--- src/rtl/core/nns_pkg.sv ---
// Shared types and codes for the nearest node search block.
`timescale 1ns / 1ps

package nns_pkg;

    localparam int DIMS       = 7;
    localparam int FUNC_W     = 2;
    localparam int COORD_IO_W = 16;
    localparam int IDX_OUT_W  = 10;
    localparam int DIST_OUT_W = 35;
    localparam int STATUS_W   = 2;

    typedef enum logic [FUNC_W-1:0] {
        FUNC_CLEAR  = 2'd0,
        FUNC_INSERT = 2'd1,
        FUNC_QUERY  = 2'd2
    } t_func;

    typedef enum logic [STATUS_W-1:0] {
        STATUS_OK    = 2'd0,
        STATUS_FULL  = 2'd1,
        STATUS_EMPTY = 2'd2
    } t_status;

    typedef struct packed {
        logic wr_en;
        logic load_q;
        logic rd_en;
    } t_lane_ctrl;

    typedef struct packed {
        logic start;
        logic valid;
    } t_merge_ctrl;

    typedef struct packed {
        logic [IDX_OUT_W-1:0]                 node_index;
        logic [DIMS-1:0][COORD_IO_W-1:0]      near;
        logic [DIST_OUT_W-1:0]                squared_distance;
        logic [STATUS_W-1:0]                  status;
    } t_result;

endpackage

--- src/rtl/core/nns_merge.sv ---
// Sums the lane squares over a registered adder tree and keeps the running minimum.
`timescale 1ns / 1ps

module nns_merge #(
    parameter int IW    = 10,
    parameter int SQ_W  = 34,
    parameter int SUM_W = SQ_W + 3
) (
    input  logic                                   i_clk,
    input  logic                                   i_rst_n,
    input  nns_pkg::t_merge_ctrl                   i_ctrl,
    input  logic [IW-1:0]                          i_idx,
    input  logic [nns_pkg::DIMS-1:0][SQ_W-1:0]     i_sq,
    output logic                                   o_busy,
    output logic [IW-1:0]                          o_best_idx,
    output logic [SUM_W-1:0]                       o_best_dist
);
    import nns_pkg::*;

    logic               r_v1, r_v2, r_v3;
    logic [IW-1:0]      r_idx1, r_idx2, r_idx3;
    logic [SQ_W:0]      r_p [4];
    logic [SQ_W+1:0]    r_s [2];
    logic [SUM_W-1:0]   r_tot;
    logic               r_have;
    logic [IW-1:0]      r_best_idx;
    logic [SUM_W-1:0]   r_best_dist;

    always_ff @(posedge i_clk) begin
        if (!i_rst_n) begin
            r_v1   <= 1'b0;
            r_v2   <= 1'b0;
            r_v3   <= 1'b0;
            r_have <= 1'b0;
        end else begin
            r_v1 <= i_ctrl.valid;
            r_v2 <= r_v1;
            r_v3 <= r_v2;
            if (i_ctrl.start) begin
                r_have <= 1'b0;
            end else if (r_v3) begin
                r_have <= 1'b1;
            end
        end
        r_idx1 <= i_idx;
        r_idx2 <= r_idx1;
        r_idx3 <= r_idx2;
        r_p[0] <= {1'b0, i_sq[0]} + {1'b0, i_sq[1]};
        r_p[1] <= {1'b0, i_sq[2]} + {1'b0, i_sq[3]};
        r_p[2] <= {1'b0, i_sq[4]} + {1'b0, i_sq[5]};
        r_p[3] <= {1'b0, i_sq[6]};
        r_s[0] <= {1'b0, r_p[0]} + {1'b0, r_p[1]};
        r_s[1] <= {1'b0, r_p[2]} + {1'b0, r_p[3]};
        r_tot  <= {1'b0, r_s[0]} + {1'b0, r_s[1]};
        // Strict compare keeps the lowest index among equal distances.
        if (r_v3 && (!r_have || r_tot < r_best_dist)) begin
            r_best_dist <= r_tot;
            r_best_idx  <= r_idx3;
        end
    end

    assign o_busy      = r_v1 | r_v2 | r_v3;
    assign o_best_idx  = r_best_idx;
    assign o_best_dist = r_best_dist;

endmodule

--- config.mk ---
export PLATFORM = sky130hd
export DESIGN_NAME = nns_merge
export DESIGN_NICKNAME = d
export VERILOG_FILES = /design/src/rtl/core/nns_pkg.sv /design/src/rtl/core/nns_merge.sv
export SDC_FILE = /design/constraint.sdc
export NUM_CORES = 1
export LEC_CHECK = 0
export BUFFER_PORTS_ARGS = -buffer_cell sky130_fd_sc_hd__clkbuf_2
export CAP_MARGIN = 20
export CELL_PAD_IN_SITES_DETAIL_PLACEMENT = 1
export CELL_PAD_IN_SITES_GLOBAL_PLACEMENT = 2
export CORE_MARGIN = 2
export CORE_UTILIZATION = 36
export CTS_CLUSTER_SIZE = 24
export DETAILED_ROUTE_END_ITERATION = 12
export GPL_TIMING_DRIVEN = 0
export HOLD_SLACK_MARGIN = 0.05
export PLACE_DENSITY = 0.85
export SETUP_SLACK_MARGIN = 0.1
export SLEW_MARGIN = 40
export SYNTH_ARGS = -nofsm -noshare
export SYNTH_HDL_FRONTEND = slang
export SYNTH_SLANG_ARGS = --single-unit
--- constraint.sdc ---
create_clock -name i_clk -period 4.6 [get_ports i_clk]
set_input_delay 0.69 -clock i_clk [delete_from_list [all_inputs] [get_ports i_clk]]
set_output_delay 0.69 -clock i_clk [all_outputs]
set_load 0.02 [all_outputs]
==> results.ini <==
[outcome]
result_of_the_run = finished, final reports clean

[setup_path]
path_class = flop to flop
timing.rr.end = o_best_dist[36]
rr_worst_depth = 13
timing.rr.start = o_best_dist[28]
timing.critical_path.slowest_cell_delay_ps = 390
timing.critical_path.required_ps = 4920
worstPathArrival_ps = 3780
highest_net_fanout_along_the_worst_path = 16
crit_slowest_cell = nor3_1
critPathCaptureType = flop
worst_setup_path_start_kind = flop
cpLargestDelayFamily = simple AND/OR/NAND/NOR gates
path_common_cell = buf_8
timing.critical_path.cells = inv_1 -> ha_1 -> and3_1 -> nand4_1 -> or2_2 -> nor3_1 -> nand2_1 -> o211a_1 -> o21ai_0 -> a21oi_4 -> buf_8 -> buf_8 -> buf_8
setup.reg_to_reg.worst_slack_ps = 1140
cp_num_buf_inv = 4

[pwr]
irDropWorstVdd_mv = 0.272
leakage_nw = 10.2
total_power_mw = 13.3
power.density_mw_per_mm2 = 604

[timing]
holdWs_ps = 220
slew_headroom_pct = 55.2
timing.final.crit_share_pct = 75.2
final.setup.worst_slack_ps = 1140
fmax_mhz = 289
finalSetupViolCount = 0
min_period_ps = 3460
drv_slew = 0
tightestPinTransition_ps = 668
final.setup.tns_ps = 0
rsz_0062_raised_after_global_routing = false
finClkSkew_ps = 24.9
hold_viol_final = 0

[route]
drt_iter0_drc = 458
route.vias.total = 14900
antenna_viol_nets_final = 0
remaining_drc_errors = 0
sum_of_routed_wire_length_over_all_layers_um = 50100
drt_pre_antenna_iters = 4
vias_per_cell = 5.11
wire_length_per_cell_um = 17.2

[placed_design]
detailed_place.area_mm2 = 0.0206
dpl.cell_count = 2836
gpl.final_weighted_congestion = 0.872
count_of_buffers_from_port_buffering = 299
detail_placement_hpwl_um = 41200
detailedPlace.worstSlack_ps = 747

[clock_network]
post-cts-setup-buffers = 0
clock_tree.root_cell = clkbuf_16
post_cts.resized_instances = 0
postCtsHoldBufs = 0
clk_pin_slew_ps = 60
clk_sinks = 329
cts_tree = yes
cts-root-to-sink-buffers = 3
number_of_h_tree_levels = 2
cts_bufs_inserted = 39
clkLatencyLatePin_ps = 570

[synth]
synth-edff-count = 47
async_set_or_reset_register_ratio_after_synthesis_pct = 0
synth_warn = 0
synth_cell_type_count = 74
syn_nets = 2363
netlist_area_mm2 = 0.0182
sequential_share_of_the_synthesized_area_pct = 38.8
gate_count_of_the_mapped_netlist = 1862
syn_area_per_cell_um2 = 9.76
postSynthRegisterBits = 329
synth_ff_type = dfxtp_1

[floorplan]
core_area_mm2 = 0.0500
initial_util_pct = 36.4
io_pins = 300
die_outline_area_mm2 = 0.0523
die_width_um = 229
fp-row-count = 82
die-height_um = 229

[worst_hold_path]
min-delay-path-class = primary input to flop
hold_path_end = r_p[3][31]
hold_start = i_sq[235]
whs_path_depth = 1

[final_layout]
final_layout_size_suffix_gt1_share_pct = 18.0
layoutNonFillerInstCount = 2913
commonest_cells_after_routing_fill_and_taps_aside = clkbuf_2, dfxtp_1, ha_1
number_of_nets_in_the_final_layout = 2706
syn_to_final_growth_pct = 20.9
most_common_cell_after_layout_fill_and_taps_aside = clkbuf_2
stdcell_area_mm2 = 0.0220
post-route-util_pct = 44.0
fillers = 5779

[global_routing]
grt_overflow_total = 0
largest_net_degree_at_the_start_of_global_routing = 17
track_usage_pct = 19.1
grt_pass1_wl_um = 80900
antenna_violations_before_repair = 5
number_of_global_route_vias_before_repair = 16100

[run]
timing.max_cap.violations = 0

-- state kept, by name, indices dropped and copies added (netlist names) --
register	flops
r_p	139
r_s	72
o_best_dist	37
r_tot	37
o_best_idx	10
r_idx1	10
r_idx2	10
r_idx3	10
r_have	1
r_v1	1
r_v2	1
r_v3	1
-- metal layers --
metal	GRT usage, %	part of all wire [%]	up-vias
li1	-	-	7505
met4	7.88	3.6	0
met3	2.79	3.3	92
met2	34.1	49	279
met5	0	0	-
met1	22.8	44	7005
-- area by class of cell --
cell class,instances,area (um^2),area share [%]
sequential,329,7060,32.1
clock buffer,52,1150,5.22
inverter,81,304,1.38
multi-input combinational,1427,10700,48.8
timing repair buffer,302,1540,7.02
buffer,25,96.3,0.439
tap,672,841,3.83
antenna,5,12.5,0.0570
clock inverter,20,243,1.11
-- power breakdown --
group | total [mW] | switching [mW] | internal (mW)
registers | 4.20 | 0.403 | 3.79
clock network | 3.26 | 1.22 | 2.04
logic | 5.80 | 3.24 | 2.55
total | 13.3 | 4.87 | 8.39
-- Yosys cell counts, types with 4 or more instances --
cell type | n | area [um^2]
a211oi_1 | 30 | 225
a21o_1 | 115 | 863
a21oi_1 | 181 | 906
a221o_1 | 7 | 70.1
a221oi_1 | 4 | 35.0
a311oi_1 | 4 | 35.0
a31o_1 | 4 | 35.0
a31o_2 | 5 | 43.8
a31oi_1 | 19 | 119
and2_1 | 13 | 81.3
and3_1 | 22 | 138
and4_1 | 6 | 52.6
clkbuf_1 | 23 | 86.3
dfxtp_1 | 282 | 5650
edfxtp_1 | 47 | 1410
fa_1 | 6 | 120
ha_1 | 243 | 3040
inv_1 | 81 | 304
nand2_1 | 98 | 368
nand2b_1 | 29 | 181
nand3_1 | 42 | 210
nand4_1 | 33 | 206
nor2_1 | 101 | 379
nor2b_1 | 13 | 81.3
nor3_1 | 18 | 90.1
nor3b_1 | 4 | 30.0
nor4_1 | 4 | 25.0
o211ai_1 | 13 | 97.6
o21a_1 | 22 | 165
o21ai_0 | 61 | 305
o21ai_1 | 43 | 215
o21bai_1 | 27 | 203
o31ai_1 | 7 | 52.6
or3_1 | 6 | 37.5
xnor2_1 | 126 | 1100
xor2_1 | 61 | 534
-- kinds of logic (layout without fill, tap and decap cells) --
group                    after synthesis  count (layout)  share of synthesized area, %
AO/OA/AOI/OAI                        589             589                          21.6
AND/OR/NAND/NOR                      402             402                          10.9
flip-flops                           329             329                          38.8
adder cells (fa/ha/maj)              249             249                          17.4
XOR/XNOR                             187             187                          9.01
buffers and inverters                106             480                          2.20
other                                  0               5                             0
-- worst max path at each step --
stage,from,end,slack [ps],cells past startpoint
after floorplan,o_best_dist[10],o_best_dist[0],210,10
after global placement,o_best_dist[6],o_best_dist[36],-1430,10
after detailed placement,i_sq[136],r_p[2][32],750,12
after CTS,o_best_dist[28],o_best_dist[33],1010,13
after global routing,r_p[3][0],r_s[0][70],840,11
final,o_best_dist[28],o_best_dist[36],1140,13
Power figures use the tool's default switching activity.
